[config.mk]
export PLATFORM = sky130hd
export DESIGN_NAME = iate_cell
export DESIGN_NICKNAME = d
export VERILOG_FILES = /design/src/sv/iate_pkg.sv /design/src/sv/iate_cell.sv
export SDC_FILE = /design/constraint.sdc
export NUM_CORES = 1
export LEC_CHECK = 0
export BUFFER_PORTS_ARGS = -buffer_cell sky130_fd_sc_hd__buf_2
export CELL_PAD_IN_SITES_DETAIL_PLACEMENT = 1
export CELL_PAD_IN_SITES_GLOBAL_PLACEMENT = 1
export CORE_MARGIN = 10
export CORE_UTILIZATION = 39
export CTS_CLUSTER_SIZE = 24
export DETAILED_ROUTE_END_ITERATION = 12
export PLACE_DENSITY = 0.95
export SLEW_MARGIN = 40
export SYNTH_ARGS = -nofsm -noshare
export SYNTH_HDL_FRONTEND = slang
export SYNTH_SLANG_ARGS = --single-unit
[constraint.sdc]
create_clock -name clk -period 15.5 [get_ports clk]
set_input_delay 3.1 -clock clk [delete_from_list [all_inputs] [get_ports clk]]
set_output_delay 3.1 -clock clk [all_outputs]
set_load 0.1 [all_outputs]
[src/sv/iate_pkg.sv]
// ----------------------------------------------------------------------------
// iate_pkg
// Shared constants, codes and types of the interarrival tail estimator.
// ----------------------------------------------------------------------------
package iate_pkg;

  localparam int GAP_DEPTH_DEF = 2048;
  localparam int MAX_TAIL_DEF  = 128;
  localparam int MIN_TAIL      = 5;
  localparam int MIN_ENTRIES   = 5;

  localparam int TS_W    = 48;  // timestamps and gaps
  localparam int FRAC_W  = 32;  // log2 fraction bits
  localparam int EXP_W   = 6;   // log2 integer bits
  localparam int LOG_W   = EXP_W + FRAC_W;
  localparam int WIN_W   = 22;
  localparam int TAIL_W  = 8;
  localparam int RES_W   = 32;
  localparam int STAT_W  = 2;
  localparam int CIDX_W  = 8;
  localparam int CDATA_W = 22;
  localparam int SPAN_W  = 32;

  localparam logic [9:0]        US_PER_MS = 10'd1000;
  localparam logic [31:0]       LN2_Q32   = 32'd2977044472;
  localparam logic [WIN_W-1:0]  WIN_RST   = 22'd3000;
  localparam logic [TAIL_W-1:0] TAIL_RST  = 8'd20;

  localparam logic [CIDX_W-1:0] REG_WINDOW = 8'd0;
  localparam logic [CIDX_W-1:0] REG_TAIL   = 8'd1;

  typedef enum logic [STAT_W-1:0] {
    ST_OK       = 2'd0,
    ST_SHORT    = 2'd1,
    ST_FEW_GAPS = 2'd2,
    ST_DEGEN    = 2'd3
  } status_t;

  typedef struct packed {
    logic            clear;
    logic            shift;
    logic            ins;
    logic [TS_W-1:0] g;
  } cell_ctl_t;

endpackage

[src/sv/iate_cell.sv]
// ----------------------------------------------------------------------------
// iate_cell
// One slot of the sorted top-gap chain: inserts push right, shifts pull left.
// ----------------------------------------------------------------------------
module iate_cell (
  input  logic                          clk,
  input  logic                          rst_n,
  input  iate_pkg::cell_ctl_t           ctl,
  input  logic [iate_pkg::TS_W-1:0]     left_val,
  input  logic                          left_vld,
  input  logic [iate_pkg::TS_W-1:0]     right_val,
  input  logic                          right_vld,
  output logic [iate_pkg::TS_W-1:0]     val_r,
  output logic                          vld_r
);

  logic gt_self;
  logic gt_left;

  assign gt_self = !vld_r || (ctl.g > val_r);
  assign gt_left = !left_vld || (ctl.g > left_val);

  always_ff @(posedge clk) begin
    if (!rst_n) begin
      vld_r <= 1'b0;
    end else if (ctl.clear) begin
      vld_r <= 1'b0;
    end else if (ctl.shift) begin
      vld_r <= right_vld;
    end else if (ctl.ins) begin
      if (gt_left) begin
        vld_r <= left_vld;
      end else if (gt_self) begin
        vld_r <= 1'b1;
      end
    end
  end

  // take left value if the gap outranks it; else the gap, if above this slot
  always_ff @(posedge clk) begin
    if (ctl.shift) begin
      val_r <= right_val;
    end else if (ctl.ins && !ctl.clear) begin
      if (gt_left) begin
        val_r <= left_val;
      end else if (gt_self) begin
        val_r <= ctl.g;
      end
    end
  end

endmodule

# After elaboration in Yosys (flattened, before gate mapping)
# Cells that the tools add are included.
[totals]
reg_bits = 49
inputBits = 151
out_inout_bits = 49
wordCells = 25
[op_classes]
magnitude_cmp = 2
n_mux = 8
n_bitwise = 1
reduce_logical = 12
[op_table]
columns = ["cell", "n"]
rows = [
  ["2-to-1 mux 48 bit", 4],
  ["greater-than comparator 48 bit", 2],
  ["2-to-1 mux 1 bit", 4],
  ["AND reduction 2 bit", 2],
  ["nonzero test 2 bit", 2],
  ["logical NOT 1 bit", 3],
  ["nonzero test 3 bit", 1],
  ["logical OR 1 bit", 2],
  ["OR reduction 2 bit", 1],
  ["logical AND 1 bit", 1],
  ["NOT 1 bit", 1],
]

# Longest topological paths before layout
[logic_depth]
word_depth = 6
depth_mapped = 11
ltp_nobuf = 9

# Worst setup path before layout
# OpenSTA, ideal clock, no wires.
[synth_path]
path_kind = "input -> register"
startpoint = "input left_val[33] in the netlist's numbering"
endpoint = "register val_r[0] in the netlist's numbering (enable)"
setup_time_ps = 481
t_arrival_ps = 7379
required_time_ps = 15019
slack_ps = 7640
stages = 11
n_path_buf = 2
cell_sequence = "inv_1 ha_1 a21o_1 nand3_1 a2111oi_0 or4_1 o21a_1 clkbuf_1 nand2_1 buf_2 a41oi_1"
[synth_via]
elab_chain_cells = 4
[synth_rtl]
columns = ["element", "line", "text"]
rows = [
  ["from (decl)", "iate_cell.sv:9", "input logic [iate_pkg::TS_W-1:0] left_val,"],
  ["greater-than comparator 48 bit", "iate_cell.sv:21", "assign gt_left = !left_vld || (ctl.g > left_val);"],
  ["logical OR 1 bit", "iate_cell.sv:21", ""],
  ["nonzero test 3 bit (no source line)", "-", ""],
  ["AND reduction 2 bit (no source line)", "-", ""],
  ["to (signal assigned)", "iate_cell.sv:42", "val_r <= right_val;"],
  ["to (signal assigned)", "iate_cell.sv:45", "val_r <= left_val;"],
  ["to (signal assigned)", "iate_cell.sv:47", "val_r <= ctl.g;"],
  ["to (decl)", "iate_cell.sv:13", "output logic [iate_pkg::TS_W-1:0] val_r,"],
]
# No other way between the ends.
# A chain may end at the register's enable or synchronous reset.

# Worst setup path after layout
[layout_path]
startpoint = "input ctl[41] in the netlist's numbering"
endpoint = "register val_r[34] in the netlist's numbering (enable)"
[layout_via]
elab_chain_cells = 4
word_cells_on_any_way = 6
classes_between = "order compare: 2; reduce/logical: 4"
[layout_rtl]
columns = ["element", "line", "text"]
rows = [
  ["from (decl)", "iate_cell.sv:8", "input iate_pkg::cell_ctl_t ctl,"],
  ["greater-than comparator 48 bit, on equally long branches", "iate_cell.sv:20, iate_cell.sv:21", ""],
  ["logical OR 1 bit, on equally long branches", "iate_cell.sv:20, iate_cell.sv:21", ""],
  ["nonzero test 3 bit (no source line) *", "-", ""],
  ["AND reduction 2 bit (no source line) *", "-", ""],
]
# Mark *: on every way between the ends. The rest lies on a longest branch, timed or not.

==> reports/metrics.yaml <==
status:
  outcome: "finished clean"
placement:
  post-place-ws_ps: 9010
  io_buffers: 199
  dp.cells: 973
  gp_congestion: 0.822
  dp_hpwl_microns: 16400
power_and_ir_drop:
  power.density_mw_per_mm2: 84.9
  p_total_w: 0.000561
  p_leak_nw: 3.37
  ir_drop_mv: 0.0483
routing:
  drc_errors: 0
  num_vias: 5416
  viasPerCell: 5.51
  wire_per_inst_microns: 20.5
  antenna_left: 0
  dr.pass1.iters: 4
  drt-initial-drc-count: 200
  routed_wl_microns: 20100
run:
  drv_cap: 0
sta:
  period_minus_slack_ps: 6180
  drv_slew: 0
  hold_viol_final: 0
  fin_tns_setup_ps: 0
  tightest_slew_ps: 688
  fmax_mhz: 162
  fin_ws_ps: 9320
  rsz0062_at_grt: "false"
  period_share_pct: 39.9
  relSlewSlack_pct: 54.1
  setup_viol: 0
  finalClockSkew_ps: 5.65
critical_path:
  critPathLaunchType: "input pin"
  r2r_cells: 10
  crit_path_end: "val_r[34]"
  worstPathRequired_ps: 15430
  critPathMaxFanout: 36
  setup.worst_path.start: "ctl[41]"
  cp.depth: 10
  slowest_delay_ps: 600
  cp.arrival_ps: 6110
  r2r_end: "val_r[34]"
  path_class: "in -> reg"
  reg2reg_setup_slack_ps: 11840
  crit_chain: "buf_2 > ha_1 > nand4_1 > nor4_2 > nand3_1 > a31oi_1 > nor4_1 > o21bai_1 > a41oi_4 > buf_4"
  path_delay_family: "simple AND/OR/NAND/NOR gates"
  r2r_start: "val_r[42]"
  end_kind: "register"
  critPathBufInv: 2
  slowest_stage: "nor4_2"
yosys:
  synth_cell_types: 42
  synth_top_area_share_pct: 27.3
  syn_nets: 867
  synthTopCellsByArea: "edfxtp_1 27%, ha_1 23%, inv_1 7.7%"
  syn_area_sq_mm: 0.00529
  synth-seq-area-share_pct: 27.7
  synth_edf_count: 48
  yosys_warnings: 0
  ys_ff_latch: 49
  postSynth.asyncResetShare_pct: 0
  yosysTopAreaCell: "edfxtp_1"
  syn_inst: 620
  synth_ff_type: "edfxtp_1"
  syn_area_per_cell_sq_um: 8.52
clocking:
  clkTransAtPathRegs_ps: 70
  cts_buffer_depth: 2
  cts.sinks: 49
  cts_tree: "done"
  post_cts_buffers: 0
  cts_buffers: 5
  holdBufCountCts: 0
  cts.repair.resized: 0
  h-tree-depth: 2
  cts_root_buffer: "clkbuf_16"
  clkLatencyLatePin_ps: 290
floorplanning:
  dieWidth_microns: 136
  die_y_microns: 136
  start_util_pct: 39.9
  num_rows: 42
  num_io_pins: 200
  dieArea_sq_mm: 0.0186
  core-area_sq_mm: 0.0132
finish:
  stdcell_count: 983
  fin_nets: 1051
  drive_gt1_share_pct: 29.4
  syn2layout_area_growth_pct: 25.0
  fill_cells: 1705
  final_core_util_pct: 49.9
global_route:
  grt-ovfl-total: 0
  grt_pass1_wl_microns: 30900
  grt_pass1_vias: 6017
  antenna_found_initial: 2
  grt_usage_pct: 21.0
  grt_start_max_net_pins: 101
worst_hold_path:
  hold_path.class: "reg -> reg"
-- metal layers --
layer	GRT usage [%]	routed length, microns	vias to the layer above
li1	-	-	2596
met3	5.31	1360	34
met1	22.8	8020	2611
met4	6.15	419	0
met2	39.0	10300	175
met5	0	0	-
-- cell usage after synthesis (all sizes together), types with 3 or more instances --
cell and count:
a21o 5, a221oi 52, nand2b 3, nand2 21, nor4 3, inv 109
nand3 12, nor2 92, edfxtp 48, o21ai 11, and4 3, buf 8
nand4 20, nor2b 41, clkbuf 19, a21oi 38, a211oi 12, ha 96
-- cell usage in the layout, fill, tap and decap left out, drive strengths merged, types with 3 or more instances in the layout --
cell	Yosys	routed
a211oi	12	12
a21o	5	5
a21oi	38	38
a221oi	52	52
and4	3	3
buf	8	204
clkbuf	19	7
edfxtp	48	48
ha	96	96
inv	109	109
nand2	21	21
nand2b	3	3
nand3	12	12
nand4	20	20
nor2	92	92
nor2b	41	41
nor4	3	3
o21ai	11	11
-- state kept, by name (all words and copies together) (netlist names) --
name,count
val_r,48
vld_r,1
-- worst min-delay path, delay by kind of cell, from the launching register on --
kind | cells | cell delay (ps)
flops | 1 | 350
simple gates | 1 | 180
mux | 1 | 130
compound gates | 1 | 100
-- worst min path at each step --
stage               startpoint     to  slack, ps  cells past startpoint
global placement         vld_r  vld_r        760                      3
detailed placement       vld_r  vld_r        790                      3
finish                   vld_r  vld_r        800                      3
CTS                      vld_r  vld_r        810                      3
floorplan                vld_r  vld_r       1160                      3
global route             vld_r  vld_r        820                      3
-- metrics by stage --
stage	hold WS, ps	cell area (sq um)
global route	819	6600
global placement	757	6430
detailed placement	789	6440
CTS	807	6600
floorplan	1160	5290
finish	804	6610
-- power by group --
group / leakage [nW] / internal, W / switching (W) / total (W)
clock network: 0.0799 / 0.0000686 / 0.0000506 / 0.000119
logic: 2.82 / 0.0000721 / 0.000198 / 0.000270
registers: 0.477 / 0.000164 / 0.00000785 / 0.000172
-- cell families (layout without fill, tap and decap cells) --
logic type	Yosys count	count (layout)	synth area share, %
AO/OA/AOI/OAI	135	135	20.6
adder cells (fa/ha/maj)	96	96	22.7
buffers and inverters	136	321	10.2
flip-flops	49	49	27.7
multiplexers	1	1	0.189
other	0	2	0
AND/OR/NAND/NOR	203	203	18.6
-- cell type report --
cell class / count / area (sq um) / share of cell area, %
multi-input cells: 435 / 3310 / 50.2
flip-flops and latches: 49 / 1460 / 22.1
repair buffers: 204 / 1040 / 15.7
inverters: 109 / 409 / 6.19
well taps: 176 / 220 / 3.33
clock buffers: 7 / 153 / 2.31
clock inverters: 1 / 5.00 / 0.0758
diodes: 2 / 5.00 / 0.0758
(Power assumes the default switching activity.)
