===== config.mk =====
export PLATFORM = sky130hd
export DESIGN_NAME = iate_log2
export DESIGN_NICKNAME = d
export VERILOG_FILES = /design/src/sv/iate_pkg.sv /design/src/sv/iate_log2.sv
export SDC_FILE = /design/constraint.sdc
export NUM_CORES = 2
export LEC_CHECK = 0
export ABC_AREA = 1
export BUFFER_PORTS_ARGS = -buffer_cell sky130_fd_sc_hd__clkbuf_2
export CORE_UTILIZATION = 70
export CTS_BUF_LIST = sky130_fd_sc_hd__clkbuf_16
export CTS_CLUSTER_DIAMETER = 120
export DETAILED_ROUTE_END_ITERATION = 10
export GPL_TIMING_DRIVEN = 0
export PLACE_DENSITY = 0.88
export RECOVER_POWER = 25
export SLEW_MARGIN = 20
export SYNTH_ARGS = -nofsm -noshare
export SYNTH_HDL_FRONTEND = slang
export SYNTH_SLANG_ARGS = --single-unit

===== constraint.sdc =====
create_clock -name clk -period 12.7 [get_ports clk]
set_input_delay 2.54 -clock clk [delete_from_list [all_inputs] [get_ports clk]]
set_output_delay 2.54 -clock clk [all_outputs]
set_load 0.01 [all_outputs]

===== src/sv/iate_pkg.sv =====
// ----------------------------------------------------------------------------
// iate_pkg
// Shared constants, codes and types of the interarrival tail estimator.
// ----------------------------------------------------------------------------
package iate_pkg;

  localparam int GAP_DEPTH_DEF = 2048;
  localparam int MAX_TAIL_DEF  = 128;
  localparam int MIN_TAIL      = 5;
  localparam int MIN_ENTRIES   = 5;

  localparam int TS_W    = 48;  // timestamps and gaps
  localparam int FRAC_W  = 32;  // log2 fraction bits
  localparam int EXP_W   = 6;   // log2 integer bits
  localparam int LOG_W   = EXP_W + FRAC_W;
  localparam int WIN_W   = 22;
  localparam int TAIL_W  = 8;
  localparam int RES_W   = 32;
  localparam int STAT_W  = 2;
  localparam int CIDX_W  = 8;
  localparam int CDATA_W = 22;
  localparam int SPAN_W  = 32;

  localparam logic [9:0]        US_PER_MS = 10'd1000;
  localparam logic [31:0]       LN2_Q32   = 32'd2977044472;
  localparam logic [WIN_W-1:0]  WIN_RST   = 22'd3000;
  localparam logic [TAIL_W-1:0] TAIL_RST  = 8'd20;

  localparam logic [CIDX_W-1:0] REG_WINDOW = 8'd0;
  localparam logic [CIDX_W-1:0] REG_TAIL   = 8'd1;

  typedef enum logic [STAT_W-1:0] {
    ST_OK       = 2'd0,
    ST_SHORT    = 2'd1,
    ST_FEW_GAPS = 2'd2,
    ST_DEGEN    = 2'd3
  } status_t;

  typedef struct packed {
    logic            clear;
    logic            shift;
    logic            ins;
    logic [TS_W-1:0] g;
  } cell_ctl_t;

endpackage


===== src/sv/iate_log2.sv =====
// ----------------------------------------------------------------------------
// iate_log2
// Iterative log2 in Q.32: shift-by-one normalize, then 32 squaring steps.
// ----------------------------------------------------------------------------
module iate_log2 (
  input  logic                           clk,
  input  logic                           rst_n,
  input  logic                           start,
  input  logic [iate_pkg::TS_W-1:0]      x,
  output logic                           done_r,
  output logic [iate_pkg::LOG_W-1:0]     res
);

  localparam int TS_W   = iate_pkg::TS_W;
  localparam int FRAC_W = iate_pkg::FRAC_W;
  localparam int EXP_W  = iate_pkg::EXP_W;

  typedef enum logic [2:0] {
    L_IDLE = 3'b001,
    L_NORM = 3'b010,
    L_SQ   = 3'b100
  } lstate_t;

  lstate_t                  st_r, st_nxt;
  logic [TS_W-1:0]          n_r, n_nxt;
  logic [EXP_W-1:0]         sh_r, sh_nxt;
  logic [FRAC_W-1:0]        m_r, m_nxt;
  logic [FRAC_W-1:0]        frac_r, frac_nxt;
  logic [4:0]               it_r, it_nxt;
  logic                     done_nxt;
  logic [2*FRAC_W-1:0]      sq;
  logic [FRAC_W:0]          sqs;

  assign sq  = m_r * m_r;
  assign sqs = sq[2*FRAC_W-1:FRAC_W-1];
  assign res = {EXP_W'(TS_W - 1) - sh_r, frac_r};

  always_comb begin
    st_nxt   = st_r;
    n_nxt    = n_r;
    sh_nxt   = sh_r;
    m_nxt    = m_r;
    frac_nxt = frac_r;
    it_nxt   = it_r;
    done_nxt = 1'b0;
    case (st_r)
      L_IDLE: begin
        if (start) begin
          n_nxt  = x;
          sh_nxt = '0;
          st_nxt = L_NORM;
        end
      end
      L_NORM: begin
        if (n_r[TS_W-1] || sh_r == EXP_W'(TS_W - 1)) begin
          m_nxt  = n_r[TS_W-1:TS_W-FRAC_W];
          it_nxt = '0;
          st_nxt = L_SQ;
        end else begin
          n_nxt  = n_r << 1;
          sh_nxt = sh_r + 1'b1;
        end
      end
      L_SQ: begin
        if (sqs[FRAC_W]) begin
          m_nxt    = sqs[FRAC_W:1];
          frac_nxt = {frac_r[FRAC_W-2:0], 1'b1};
        end else begin
          m_nxt    = sqs[FRAC_W-1:0];
          frac_nxt = {frac_r[FRAC_W-2:0], 1'b0};
        end
        it_nxt = it_r + 1'b1;
        if (it_r == 5'd31) begin
          done_nxt = 1'b1;
          st_nxt   = L_IDLE;
        end
      end
      default: st_nxt = L_IDLE;
    endcase
  end

  always_ff @(posedge clk) begin
    if (!rst_n) begin
      st_r   <= L_IDLE;
      done_r <= 1'b0;
    end else begin
      st_r   <= st_nxt;
      done_r <= done_nxt;
    end
  end

  always_ff @(posedge clk) begin
    n_r    <= n_nxt;
    sh_r   <= sh_nxt;
    m_r    <= m_nxt;
    frac_r <= frac_nxt;
    it_r   <= it_nxt;
  end

endmodule


Word-level counts from Yosys, hierarchy flattened
Index checks and enable logic that the tools add are counted.
{"block": "totals", "in_bits": 51, "memories": 0, "mem_bits_ro": 0, "ramBits": 0, "wordCells": 44, "latchBits": 0, "register_bits": 127, "out_inout_bits": 39}
{"block": "classes", "n_eq_ne": 9, "shifts": 0, "mux": 17, "n_mul": 1, "bitwise_logic": 0, "reduce_logical": 7, "n_div": 0, "order_cmp": 0, "addsub": 3}
{"cell": "48-bit two-way mux", "count": 2}
{"cell": "48-bit case mux with 2 select lines", "count": 1}
{"cell": "32-bit by 32-bit multiplier with 64-bit output", "count": 1}
{"cell": "32-bit two-way mux", "count": 2}
{"cell": "32-bit case mux with 2 select lines", "count": 1}
{"cell": "6-bit two-way mux", "count": 2}
{"cell": "6-bit case mux with 2 select lines", "count": 1}
{"cell": "5-bit case mux with 2 select lines", "count": 1}
{"cell": "3-bit two-way mux", "count": 3}
{"cell": "3-bit case mux with 3 select lines", "count": 1}
{"cell": "2-bit != test, second input constant", "count": 4}
{"cell": "6-bit by 1-bit adder with 6-bit output, second input constant", "count": 1}
{"cell": "6-bit == test, second input constant", "count": 1}
{"cell": "3-bit AND reduction", "count": 2}
{"cell": "6-bit subtractor, first input constant", "count": 1}
{"cell": "5-bit by 1-bit adder with 5-bit output, second input constant", "count": 1}
{"cell": "5-bit == test, second input constant", "count": 1}
{"cell": "5-bit two-way mux", "count": 1}
{"cell": "2-bit AND reduction", "count": 2}
{"cell": "2-bit nonzero test", "count": 2}
{"cell": "3-bit by 1-bit == test with 1-bit output, second input constant", "count": 1}
{"cell": "3-bit by 2-bit == test with 1-bit output, second input constant", "count": 1}
{"cell": "3-bit == test, second input constant", "count": 1}
{"cell": "1-bit two-way mux", "count": 2}
{"cell": "1-bit logical OR", "count": 1}

Logic depth before layout (Yosys ltp)
{"block": "logic_depth", "depth_word": 4, "depth_mapped": 37, "mapped_depth_nobuf": 34}

Least setup slack after synthesis
No wires, ideal clock.
{"block": "synth_path", "kind": "input -> register", "startpoint": "input port start", "endpoint": "register n_r[0] (enable)", "path_buffers": 0, "setup_time_ns": 0.542, "t_required_ns": 12.158, "cell_stages": 4, "slack_ns": 5.570, "arrival_ns": 6.588, "path_cell_list": "nor2_1 inv_1 nand3_1 o21ai_0"}
{"block": "synth_via", "elab_chain_len": 2}
{"element": "start, declared", "line_no": "iate_log2.sv:8", "rtl": "input logic start,"}
{"element": "2-bit != test (no source line)"}
{"element": "3-bit AND reduction (no source line)"}
{"element": "end signal, assigned", "line_no": "iate_log2.sv:93", "rtl": "n_r <= n_nxt;"}
{"element": "end, declared", "line_no": "iate_log2.sv:25", "rtl": "logic [TS_W-1:0] n_r, n_nxt;"}
No other way between the ends.
A chain may end at the register's enable or synchronous reset.

Worst setup path in the final report
{"block": "layout_path", "startpoint": "register m_r[18]", "endpoint": "register m_r[14], data pin"}
{"block": "layout_via", "elab_chain_len": 3}
{"element": "start, declared", "line_no": "iate_log2.sv:27", "rtl": "logic [FRAC_W-1:0] m_r, m_nxt;"}
{"element": "start signal, assigned", "line_no": "iate_log2.sv:95", "rtl": "m_r <= m_nxt;"}
{"element": "32-bit by 32-bit multiplier with 64-bit output", "line_no": "iate_log2.sv:34", "rtl": "assign sq = m_r * m_r;"}
{"element": "32-bit two-way mux", "line_no": "iate_log2.sv:65", "rtl": "if (sqs[FRAC_W]) begin"}
{"element": "32-bit case mux with 2 select lines", "line_no": "iate_log2.sv:46", "rtl": "case (st_r)"}
{"element": "named net m_nxt[14]", "line_no": "iate_log2.sv:27"}
The timed path passes the listed nets, and every way through them passes these cells.

==> impl_metrics.env <==
export IMPL_outcome="complete, but fails checks"
export IMPL_violations="max-capacitance violations, max-slew violations"
export IMPL_cts_tree="built"
export IMPL_ys_flop_type="edfxtp_1"
export IMPL_hold_buffers=0
export IMPL_cp_arrival_ns=10.04
export IMPL_r2r_setup_slack_ns=2.83
export IMPL_final_fill_count=3782
export IMPL_io_buffers=89
export IMPL_rsz0062_at_grt="false"
export IMPL_finalCriticalPeriod_ns=9.87
export IMPL_syn_num_nets=5704
export IMPL_end_kind="register"
export IMPL_grt_pass1_vias=32300
export IMPL_synthXorXnorAreaFrac_pct=1.19
export IMPL_drive_above_1_share_pct=3.91
export IMPL_grt_pass1_wl_mm=180
export IMPL_rr_worst_depth=28
export IMPL_die_h_um=231
export IMPL_dp_hpwl_mm=96.2
export IMPL_setup_viol=0
export IMPL_clkTransAtPathRegs_ns=0.06
export IMPL_ys_seq_elements=127
export IMPL_yosys_area_top_type="fa_1"
export IMPL_synth_compound_area_share_pct=2.05
export IMPL_cp_required_ns=12.87
export IMPL_ys_seq_area_share_pct=10.2
export IMPL_yosysWarnings=0
export IMPL_cp_common_cell="fa_1"
export IMPL_postSynthAreaPerCell_um2=8.08
export IMPL_drc=0
export IMPL_worst_pin_slew_ns=1.66
export IMPL_placed_area_mm2=0.0383
export IMPL_syn_cell_area_mm2=0.0368
export IMPL_rows=83
export IMPL_grt_usage_pct=46.0
export IMPL_postRouteWirelength_mm=117
export IMPL_cts_made_buffers=17
export IMPL_via_per_inst=5.68
export IMPL_crit_path_top_delay_cell="clkbuf_1"
export IMPL_ys_types=39
export IMPL_via_count=30500
export IMPL_synthArstFlopShare_pct=0
export IMPL_maxSlewViolCount=32
export IMPL_setup_worst_path_end="m_r[14]$_DFFE_PP_"
export IMPL_synth_top_family_by_area="adder cells"
export IMPL_root_buffer="clkbuf_16"
export IMPL_synthAdderAreaFrac_pct=53.3
export IMPL_clk_latency_ns=0.42
export IMPL_final_net_count=5817
export IMPL_critPathMaxFanout=10
export IMPL_first_pass_iters=11
export IMPL_ioPinCount=90
export IMPL_synthMuxAreaShare_pct=0
export IMPL_dr_first_iter_drc_count=3555
export IMPL_slowest_delay_ns=1.07
export IMPL_syn_inst=4559
export IMPL_die_x_um=231
export IMPL_slew_headroom_pct=-10.4
export IMPL_criticalPathCategory="register to register"
export IMPL_core_mm2=0.0516
export IMPL_synth_most_common_cell="inv_1"
export IMPL_clock_path_buffers=2
export IMPL_initial_core_util_pct=71.4
export IMPL_hold_viol_final=0
export IMPL_grt_max_degree=33
export IMPL_wire_per_inst_um=21.8
export IMPL_cts_repair_resized=0
export IMPL_yosys_area_share_simple_pct=17.1
export IMPL_utilization_pct=75.2
export IMPL_postCtsSetupBuffers=0
export IMPL_synth_edff_count=123
export IMPL_hold_class="register to register"
export IMPL_startpoint_type="register"
export IMPL_drv_cap=1
export IMPL_overflow=0
export IMPL_stdcell_area_mm2=0.0388
export IMPL_post_route_period_util_pct=77.7
export IMPL_antenna_found_initial=5
export IMPL_synth_area_leaders="fa_1 (43%), inv_1 (15%), nand2_1 (13%), ha_1 (10%), edfxtp_1 (10%)"
export IMPL_syn_to_final_growth_pct=5.33
export IMPL_place_congestion=1.07
export IMPL_htree_levels=4
export IMPL_r2r_start="m_r[18]$_DFFE_PP_"
export IMPL_die_area_mm2=0.0536
export IMPL_ant_nets=0
export IMPL_skew_ns=0.0129
export IMPL_rr_endpoint="m_r[14]$_DFFE_PP_"
export IMPL_numClockSinks=127
export IMPL_tns_ns=0
export IMPL_yosys_top_cells_count="inv_1 (1436), nand2_1 (1282), fa_1 (791), ha_1 (303), nor2_1 (131)"
export IMPL_timing_fmax_mhz=101
export IMPL_post_synth_top_area_fraction_pct=43.0
export IMPL_startpoint="m_r[18]$_DFFE_PP_"
-- registers in the layout, indices dropped and copies added, names as in the netlist --
register and flops:
frac_r 32, n_r 48, it_r 5, sh_r 6
st_r 3, done_r 1, m_r 32
-- routing by layer --
layer	vias up	part of all wire [%]	global-route usage [%]
met5	-	0.057	0
li1	13100	-	-
met4	8	8.5	30.1
met2	2150	44	71.7
met3	627	13	12.9
met1	14600	34	56.1
-- area by class of cell --
class / instances / area, um^2 / area share, %
Sequential cell: 127 / 3770 / 9.72
Antenna cell: 3 / 7.51 / 0.0193
Inverter: 1446 / 5430 / 14.0
Clock buffer: 17 / 425 / 1.10
Tap cell: 680 / 851 / 2.19
Timing Repair Buffer: 94 / 536 / 1.38
Multi-Input combinational cell: 2859 / 27100 / 69.9
Buffer: 127 / 519 / 1.34
Clock inverter: 15 / 126 / 0.326
-- worst min path at each step --
stage / start / to / slack (ns) / cells after the start
after global placement: frac_r[19]$_DFFE_PP_ / frac_r[20]$_DFFE_PP_ / 0.43 / 0
after detailed placement: frac_r[28]$_DFFE_PP_ / frac_r[29]$_DFFE_PP_ / 0.43 / 0
after CTS: frac_r[18]$_DFFE_PP_ / frac_r[19]$_DFFE_PP_ / 0.45 / 0
after floorplan: n_r[9]$_DFFE_PP_ / n_r[10]$_DFFE_PP_ / 0.49 / 2
after global routing: frac_r[18]$_DFFE_PP_ / frac_r[19]$_DFFE_PP_ / 0.47 / 0
final: frac_r[18]$_DFFE_PP_ / frac_r[19]$_DFFE_PP_ / 0.45 / 0
-- stage by stage --
step / hold WS [ns] / worst slack (ns) / std cells
floorplan: 0.494 / 5.57 / 4559
global placement: 0.432 / 3.42 / 5328
detailed placement: 0.432 / 3.36 / 5332
CTS: 0.446 / 3.32 / 5364
global route: 0.467 / 2.79 / 5365
finish: 0.450 / 2.83 / 5368
-- layout by cell type, fill, tap and decap left out, types with 3 or more instances in the layout --
cell type / Yosys / final
clkinvlp_4: 0 / 3
inv_6: 0 / 7
or2_2: 5 / 5
nor2_2: 6 / 6
buf_6: 2 / 3
o21bai_1: 23 / 23
a21o_1: 3 / 3
nand3b_1: 18 / 18
inv_2: 8 / 7
nand2_2: 11 / 12
nor3_2: 4 / 3
nand3_1: 89 / 89
nand2_1: 1282 / 1281
o21ai_0: 21 / 20
dfxtp_1: 4 / 4
buf_4: 5 / 5
edfxtp_1: 123 / 123
clkbuf_2: 0 / 96
buf_1: 11 / 11
nand4_1: 17 / 17
a21oi_1: 69 / 69
nor3_1: 9 / 10
nor2_1: 131 / 131
clkinv_4: 0 / 3
xor2_1: 32 / 32
clkbuf_1: 109 / 103
a31o_2: 6 / 6
fa_1: 791 / 791
xnor2_1: 18 / 18
and2_1: 5 / 5
clkbuf_16: 0 / 17
diode_2: 0 / 3
o21a_1: 4 / 4
ha_1: 303 / 303
inv_1: 1436 / 1437
-- kinds of logic (layout without fill, tap and decap cells) --
logic type,after synthesis,after routing
other cells,0,3
simple gates,1585,1585
compound gates,130,130
fa+ha+maj,1094,1094
buf+inv,1573,1699
flops,127,127
xor+xnor,50,50
-- worst max-delay path: cells and delay by family (launching register included) --
kind | cells | cell delay [ns]
and+or+nand+nor | 12 | 1.94
DFF | 1 | 0.80
adders and majority gates | 9 | 4.51
buffers and inverters | 7 | 2.32
Power is left out: the tool's default activity adds up to more than one toggle a clock period on the data nets, which glitch-free logic cannot reach.
