--- config.mk ---
export PLATFORM = sky130hd
export DESIGN_NAME = iate_div
export DESIGN_NICKNAME = d
export VERILOG_FILES = /design/src/sv/iate_div.sv
export SDC_FILE = /design/constraint.sdc
export NUM_CORES = 1
export LEC_CHECK = 0
export ABC_CLOCK_PERIOD_IN_PS = 6500
export BUFFER_PORTS_ARGS = -buffer_cell sky130_fd_sc_hd__buf_2
export CORE_ASPECT_RATIO = 1.4
export CORE_MARGIN = 1.5
export CORE_UTILIZATION = 45
export DETAILED_ROUTE_END_ITERATION = 10
export GPL_TIMING_DRIVEN = 0
export PLACE_DENSITY = 0.71
export SYNTH_ARGS = -nofsm -noshare
export SYNTH_HDL_FRONTEND = slang
export SYNTH_SLANG_ARGS = --single-unit
export TNS_END_PERCENT = 50
--- constraint.sdc ---
create_clock -name clk -period 6.5 [get_ports clk]
set_input_delay 1.3 -clock clk [delete_from_list [all_inputs] [get_ports clk]]
set_output_delay 1.3 -clock clk [all_outputs]
set_load 0.005 [all_outputs]
--- src/sv/iate_div.sv ---
// ----------------------------------------------------------------------------
// iate_div
// Restoring divider, one quotient bit per cycle, 64-bit divisor.
// ----------------------------------------------------------------------------
module iate_div #(
  parameter int NW = 56
) (
  input  logic          clk,
  input  logic          rst_n,
  input  logic          start,
  input  logic [NW-1:0] num,
  input  logic [63:0]   den,
  output logic          done_r,
  output logic [NW-1:0] quo_r
);

  localparam int CNT_W = $clog2(NW + 1);

  logic              busy_r;
  logic [CNT_W-1:0]  cnt_r;
  logic [63:0]       rem_r;
  logic [63:0]       den_r;
  logic [64:0]       rem_sh;
  logic              ge;
  logic [64:0]       diff;

  assign rem_sh = {rem_r, quo_r[NW-1]};
  assign ge     = rem_sh >= {1'b0, den_r};
  assign diff   = rem_sh - {1'b0, den_r};

  always_ff @(posedge clk) begin
    if (!rst_n) begin
      busy_r <= 1'b0;
      done_r <= 1'b0;
    end else begin
      done_r <= 1'b0;
      if (start) begin
        busy_r <= 1'b1;
      end else if (busy_r && cnt_r == CNT_W'(NW - 1)) begin
        busy_r <= 1'b0;
        done_r <= 1'b1;
      end
    end
  end

  // quotient bits shift in from the bottom as dividend bits shift out the top
  always_ff @(posedge clk) begin
    if (start) begin
      rem_r <= '0;
      quo_r <= num;
      den_r <= den;
      cnt_r <= '0;
    end else if (busy_r) begin
      rem_r <= ge ? diff[63:0] : rem_sh[63:0];
      quo_r <= {quo_r[NW-2:0], ge};
      cnt_r <= cnt_r + 1'b1;
    end
  end

endmodule

## Word-level counts from Yosys, hierarchy flattened

Index checks and enable logic that the tools add are counted.

| operators by class | value |
|---|---|
| reduce and logical (&&, ||, !) cells | 4 |
| order comparisons | 1 |
| mux-type cells | 6 |
| bitwise operators | 1 |
| add/sub/neg operators | 2 |
| eq/ne operators | 1 |

Operator list:

| kind | count |
|---|---|
| 2-to-1 mux 56 bit | 2 |
| >= comparator 65 x 64 -> 1 bit | 1 |
| 2-to-1 mux 64 bit | 1 |
| subtractor 64 bit | 1 |
| adder 6 x 1 -> 6 bit, second input constant | 1 |
| == test 6 bit, second input constant | 1 |
| nonzero test 2 bit | 2 |
| 2-to-1 mux 1 bit | 3 |
| OR reduction 2 bit | 1 |
| logical AND 1 bit | 1 |
| NOT 1 bit | 1 |

| word-level totals | value |
|---|---|
| input bits | 123 |
| register bits | 192 |
| output and inout bits | 57 |
| word-level logic and storage cells | 21 |

## Logic depth before layout (Yosys ltp)

Gate-level depths: netlist (run 1).

| depth | value |
|---|---|
| depth after elaboration | 4 |
| depth in mapped cells | 17 |

## Worst setup path before layout (run 1)

OpenSTA, ideal clock, no wires.

| path | value |
|---|---|
| path kind | register to register |
| start | register quo_r[55] |
| end | register rem_r[42] |
| clock period less this slack | 3.352 ns |
| stages on the path, launching flop included | 16 |
| arrival | 3.263 ns |
| path slack | 3.148 ns |
| buffers on the path | 0 |
| setup time | 0.089 ns |
| cells stage by stage | edfxtp_1 > inv_1 > ha_1 > fa_1 > nor2b_1 > o31a_1 > o2111ai_1 > nand3_1 > a21boi_0 > a21oi_1 > o21ba_2 > o41ai_1 > a21boi_0 > xnor2_1 > nand2_1 > a311oi_2 |

| on the way | value |
|---|---|
| word-level cells in the longest chain between the ends | 2 |
| elaborated cells on any way between the ends | 3 |
| those cells by class | 1 x add/sub; 1 x order compare; 1 x mux |

RTL lines:

| item | line | RTL |
|---|---|---|
| from (decl) | 14 | `output logic [NW-1:0] quo_r` |
| from (signal assigned) | 50 | `quo_r <= num;` |
| from (signal assigned) | 55 | `quo_r <= {quo_r[NW-2:0], ge};` |
| subtractor 64 bit or >= comparator 65 x 64 -> 1 bit (tied branches) | 29, 28 |  |
| 2-to-1 mux 64 bit * | 54 | `rem_r <= ge ? diff[63:0] : rem_sh[63:0];` |
| to (signal assigned) | 54 |  |
| to (decl) | 21 | `logic [63:0] rem_r;` |

Every way passes the cells marked *; elsewhere a longest branch is shown, timed or not.
A chain may end at the register's enable or synchronous reset.

## Final worst setup path (run 1)

Ends and elaborated chain as after synthesis.

==> results of run 1 <==
[cell usage in the layout, fill, tap and decap left out, types with 38 or more instances in the layout]
cell	Yosys	routed
a21o_1	38	38
a21oi_1	82	82
a311oi_2	43	43
buf_2	10	188
clkbuf_1	50	51
dfxtp_1	72	72
edfxtp_1	120	120
ha_1	65	65
inv_1	84	83
mux2_2	56	56
nand2_1	146	146
nor2_1	93	93
xnor2_1	43	43
[critical path, cell delays in order, from the launching register on]
cell and delay (ns):
edfxtp_1 0.42, inv_1 0.06, ha_1 0.24, fa_1 0.39
nor2b_1 0.22, o31a_1 0.28, o2111ai_1 0.21, nand3_1 0.19
a21boi_0 0.43, a21oi_1 0.22, o21ba_2 0.27, o41ai_1 0.53
a21boi_0 0.24, xnor2_1 0.17, nand2_1 0.08, a311oi_2 0.25
[power by group]
part	total [mW]	internal (mW)	switching, mW
Sequential	1.48	1.42	0.0665
Combinational	1.00	0.404	0.600
Clock	1.07	0.525	0.549
[state kept, by name, summed over array words and instances (netlist names)]
register / count
quo_r: 56
cnt_r: 6
busy_r: 1
done_r: 1
rem_r: 64
den_r: 64
[metal layers]
| metal | up-vias | track usage |
|---|---|---|
| li1 | 4682 | - |
| met1 | 4577 | 0.254 |
| met2 | 309 | 0.415 |
| met3 | 79 | 0.0398 |
| met4 | 0 | 0.104 |
| met5 | - | 0 |
[area by class of cell]
cell class	count	area [um2]
clock buffers	18	429
well taps	319	399
plain buffers	67	309
multi-input cells	834	6020
flip-flops and latches	192	5040
fillers	2296	11900
clock inverters	14	181
inverters	84	315
repair buffers	180	918
[worst min-delay path by stage]
| stage | slack, ns | to | startpoint | depth (start not counted) |
|---|---|---|---|---|
| final | 0.51 | rem_r[1] | rem_r[1] | 2 |
| after global routing | 0.52 | rem_r[1] | rem_r[1] | 2 |
| after CTS | 0.51 | cnt_r[5] | cnt_r[5] | 2 |
| after detailed placement | 0.50 | cnt_r[5] | cnt_r[5] | 2 |
| after global placement | 0.47 | cnt_r[5] | cnt_r[5] | 2 |
| after floorplan | 0.45 | cnt_r[5] | cnt_r[5] | 2 |
[cell families after synthesis]
family	count (synthesis)	synth area share
AND/OR/NAND/NOR	336	0.127
flip-flops	192	0.432
buffers and inverters	151	0.0534
adder cells (fa/ha/maj)	66	0.0713
AO/OA/AOI/OAI	308	0.212
XOR/XNOR	63	0.0472
multiplexers	61	0.0582
==> results.cfg, run 1 <==
[pwr]
irDropWorstVdd_v = 0.000176
static_leakage_power_nw = 5.70
finalPower_mw = 3.56
powerDensity_nw_per_um2 = 262

[yosys]
synth_top_flop_cell = edfxtp_1
synth.top_cells.by_area = edfxtp_1 31%, dfxtp_1 12%, ha_1 7.0%, a311oi_2 5.5%, mux2_2 5.4%
synthesized_instance_count = 1177
mappedNetlistArea_um2 = 11700
post-synth-top-count-cell = nand2_1
synth.net_count = 1366
synth.cells.most_frequent = 146 x nand2_1, 120 x edfxtp_1, 93 x nor2_1
ys_seq_area_frac = 0.432
synth_warn = 0
number_of_unique_standard_cell_types_used_by_synthesis = 70
synth_area_leader_cell = edfxtp_1
yosys.area.top_type_share = 0.308
synth.ff_latch_count = 192
fraction_of_registers_with_async_set_reset = 0
syn-mean-instance-area_um2 = 9.93
synth_enable_flop_cells = 120

[routing]
detailroute.wirelength.met3_mm = 1.51
route.top_layer_used = met4
met2_wl_mm = 15.7
vias_per_cell = 5.65
routed_wirelength_mm = 30.5
via_count = 9647
route.detailed.drc = 4
route.antenna.remaining_nets = 0
count_of_tritonroute_iterations_in_the_first_routing_pass = 11
wire_per_inst_um = 17.8
wl_met1_mm = 12.1
first_iter_violations = 493

[floorplanning]
coreArea_um2 = 25500
start_util = 0.459
die_y_um = 194
io_pins = 180
fp-row-count = 69
design.die.area_um2 = 27000
overall_die_width_um = 139

[grt]
grt_pass1_vias = 9901
globalRouteOverflowTotal = 0
grt_pass1_wl_mm = 49.0
grt_max_degree = 69
initial_antenna_violation_count = 0
grt_usage = 0.227

[timing]
layout_skew_ns = 0.0138
relSlewSlack = 0.391
final_max_slew_viol_count = 0
hold_ws_ns = 0.506
setup_slack_ns = 2.22
unrepaired_setup_endpoints_after_global_routing = false
final.min_clock_period_ns = 4.28
maxClockFrequency_ghz = 0.233
timing_hold_violations_final = 0
number_of_setup_violations_in_the_final_report = 0
worstMarginPinSlew_ns = 0.914
totalNegativeSetupSlack_ns = 0
fin_crit_sh = 0.659

[cells_and_area]
utilization = 0.535
final_net_count = 1565
summed_area_of_non_filler_cells_in_the_final_layout_um2 = 13600
diode_count = 0
post_route_cells_drive_above_1_share = 0.251
syn_to_final_growth_pct = 16.5
layout.cells.non_filler = 1708

[clock_network]
worst_skew_pair.late_latency_ns = 0.45
clock_tree_from_tritoncts = built
clkSinkCount = 192
post-cts-setup-buffer-count = 0
cts.repair.resized = 0
worst_setup_hold_path_clk_slew_ns = 0.08
max_clock_buf_depth = 2
cts_made_buffers = 17
clock_tree_root_driver_cell = clkbuf_16
cts.htree.levels = 4
cts_hold_buffers = 0

[setup_path]
endpoint = rem_r[42]
r2r_end = rem_r[42]
crit_path_start_kind = flop
critPathCaptureType = flop
regToRegStartpoint = quo_r[55]
r2r_cells = 15
reg2reg_slack_ns = 2.22
cp.required_ns = 6.87
timing.critical_path.fanout_max = 5
crit_type = flop to flop
startpoint = quo_r[55]
cp_data_arrival_time_ns = 4.65

[job]
max_cap_viols = 0

[placed_design]
place.port_buffers = 179
dp_hpwl_mm = 23.0
placedCellCount = 1676
post-place-ws_ns = 2.33
dpl_cell_area_um2 = 13000
gpl.final_weighted_congestion = 0.940

[outcome]
status = finished, violations left
violations_in_the_final_reports = DRC

[worst_hold_path]
min-delay-path-class = flop to flop
Note: power is estimated with default switching activity, not from simulation.
==> run 2: changes to the inputs <==
ABC_AREA = 1   (was unset)
ABC_CLOCK_PERIOD_IN_PS = 3700   (was 6500)
PLACE_DENSITY = 0.72   (was 0.71)
clock period = 3.7 ns   (was 6.5 ns; I/O delays follow)
==> results.cfg, run 2 <==
[floorplanning]
design.die.area_um2 = 32000
start_util = 0.455
fp-row-count = 76
io_pins = 180
coreArea_um2 = 30600
overall_die_width_um = 152
die_y_um = 211

[grt]
grt_usage = 0.294
globalRouteOverflowTotal = 0
grt_pass1_vias = 13300
grt_max_degree = 66
grt_pass1_wl_mm = 70.4
initial_antenna_violation_count = 1

[timing]
final.min_clock_period_ns = 3.20
maxClockFrequency_ghz = 0.313
layout_skew_ns = 0.0166
number_of_setup_violations_in_the_final_report = 0
relSlewSlack = 0.384
final_max_slew_viol_count = 0
fin_crit_sh = 0.864
unrepaired_setup_endpoints_after_global_routing = false
worstMarginPinSlew_ns = 0.924
timing_hold_violations_final = 0
setup_slack_ns = 0.503

[routing]
routed_wirelength_mm = 45.7
first_iter_violations = 814
via_count = 13600
count_of_tritonroute_iterations_in_the_first_routing_pass = 7
wire_per_inst_um = 16.6
vias_per_cell = 4.92
route.antenna.remaining_nets = 0
route.detailed.drc = 0

[pwr]
switching_share = 0.302
power.switching_mw = 1.57
powerDensity_nw_per_um2 = 325
cell_internal_pwr_mw = 3.62
irDropWorstVdd_v = 0.000409
finalPower_mw = 5.18
clock_power_share = 0.394
power_frac_seq = 0.477
static_leakage_power_nw = 8.81
combPwrFrac = 0.129

[yosys]
synthesized_instance_count = 2153
fraction_of_registers_with_async_set_reset = 0
synth.ff_latch_count = 192
number_of_unique_standard_cell_types_used_by_synthesis = 37
synth_area_leader_cell = edfxtp_1
mappedNetlistArea_um2 = 13900
synth_simple_gate_area_frac = 0.383
synth_top_family_by_area = simple AND/OR/NAND/NOR gates
ys_seq_area_frac = 0.362
synth_warn = 0
post_synth_fa_ha_maj_area_fraction = 0.0598
syn-mean-instance-area_um2 = 6.47
synth_enable_flop_cells = 120
synth.top_cells.by_area = edfxtp_1 26%, nand2_1 25%, inv_1 12%, dfxtp_1 10%, ha_1 5.8%
synth_top_flop_cell = edfxtp_1
synth.cells.most_frequent = 921 x nand2_1, 438 x inv_1, 147 x nand3_1
synth_compound_area_frac = 0.0341
synthMuxAreaShare = 0
post-synth-top-count-cell = nand2_1
yosys.area.top_type_share = 0.259
synth_xor_area_frac = 0.0195
synth.net_count = 2342

[clock_network]
worst_skew_pair.late_latency_ns = 0.48
clock_tree_root_driver_cell = clkbuf_16
clock_tree_from_tritoncts = built
max_clock_buf_depth = 2
post-cts-setup-buffer-count = 0
cts_hold_buffers = 0
cts.htree.levels = 4
cts.repair.resized = 0
clkSinkCount = 192
cts_made_buffers = 17
worst_setup_hold_path_clk_slew_ns = 0.09

[setup_path]
critical_path_cell_count = 5
slowest_delay_ns = 0.81
critPathSlowestCell = clkbuf_4
crit_path_cell_trace = buf_4 -> clkbuf_1 -> nor2_1 -> inv_1 -> clkbuf_4
worstPathBufferInverterCount = 4
crit_path_start_kind = input port
crit_type = input port to flop
timing.critical_path.fanout_max = 65
r2r_end = rem_r[60]
critPathCaptureType = flop
cp_data_arrival_time_ns = 3.29
path_delay_family = buffers and inverters
r2r_cells = 18
regToRegStartpoint = quo_r[55]
reg2reg_slack_ns = 0.87
cp.required_ns = 3.79

[cells_and_area]
utilization = 0.522
largestRegisters = den_r x64, rem_r x64, quo_r x56
post_route_cells_drive_above_1_share = 0.114
final_common_cell = nand2_1
layout.cells.non_filler = 2755
syn_to_final_growth_pct = 14.7
final_net_count = 2540
fillCellCount = 3161
layout.cells.most_common_list = 921 x nand2_1, 438 x inv_1, 186 x buf_2

[worst_hold_path]
min_from = den[26]
min-delay-path-class = input port to flop
hold_path_depth = 1
hold_end = den_r[26]

[placed_design]
post-place-ws_ns = -0.0269
placedCellCount = 2722
dp_hpwl_mm = 37.5
place.port_buffers = 179
gpl.final_weighted_congestion = 0.985

[outcome]
status = completed

[job]
max_cap_viols = 0
run 2: power by group through the flow:
| stage | sequential, mW | combinational [mW] | clock [mW] |
|---|---|---|---|
| floorplan | 2.52 | 0.374 | 0 |
| global placement | 2.53 | 0.658 | 0 |
| detailed placement | 2.52 | 0.667 | 0 |
| CTS | 2.48 | 0.669 | 2.06 |
| global route | 2.49 | 0.745 | 2.15 |
| finish | 2.47 | 0.668 | 2.04 |
run 2: kinds of logic after synthesis:
| group | count (synthesis) |
|---|---|
| xor+xnor | 31 |
| fa+ha+maj | 66 |
| flops | 192 |
| buf+inv | 490 |
| compound gates | 93 |
| simple gates | 1281 |
run 2: through the flow:
stage | hold WS [ns] | instance area (um2) | setup TNS (ns)
after global placement | 0.437 | 15300 | -147.40
after CTS | 0.426 | 16000 | 0
after global routing | 0.421 | 16000 | 0
after floorplan | 0.424 | 13900 | 0
after detailed placement | 0.444 | 15300 | -1.06
final | 0.438 | 16000 | 0
run 2: final cells by class:
class | instances | area [um2] | share of cell area
antenna | 1 | 2.50 | 0.000157
buffer | 46 | 299 | 0.0187
clock buffer | 17 | 425 | 0.0266
clock inverter | 15 | 230 | 0.0144
inverter | 444 | 1670 | 0.104
multi-input combinational | 1471 | 6920 | 0.433
sequential | 192 | 5040 | 0.316
tap | 390 | 488 | 0.0305
timing repair buffer | 179 | 898 | 0.0562
run 2: how the worst max path moves through the flow:
stage / endpoint / startpoint
final: quo_r[55] / start
after global routing: quo_r[52] / start
after CTS: quo_r[52] / start
after detailed placement: quo_r[49] / start
after global placement: quo_r[50] / start
after floorplan: quo_r[0] / start
run 2: metal layers:
metal / track usage / routed length, um
met3: 0.0443 / 1800
met4: 0.158 / 2450
met5: 0 / 0
met1: 0.314 / 17600
met2: 0.544 / 23900
run 2: worst register-to-register path: stages (launching register included):
cell and delay (ns):
edfxtp_1 0.37, inv_1 0.15, ha_1 0.28, fa_1 0.42
inv_1 0.12, nand2_1 0.06, nand2_1 0.07, and2_1 0.21
nand2_1 0.07, nand3_1 0.15, nand2_1 0.07, nand2_1 0.23
nand2_1 0.15, nand2_1 0.08, nand2_1 0.04, nand2_1 0.06
nand2_1 0.06, nand3_1 0.07, nand2_1 0.05
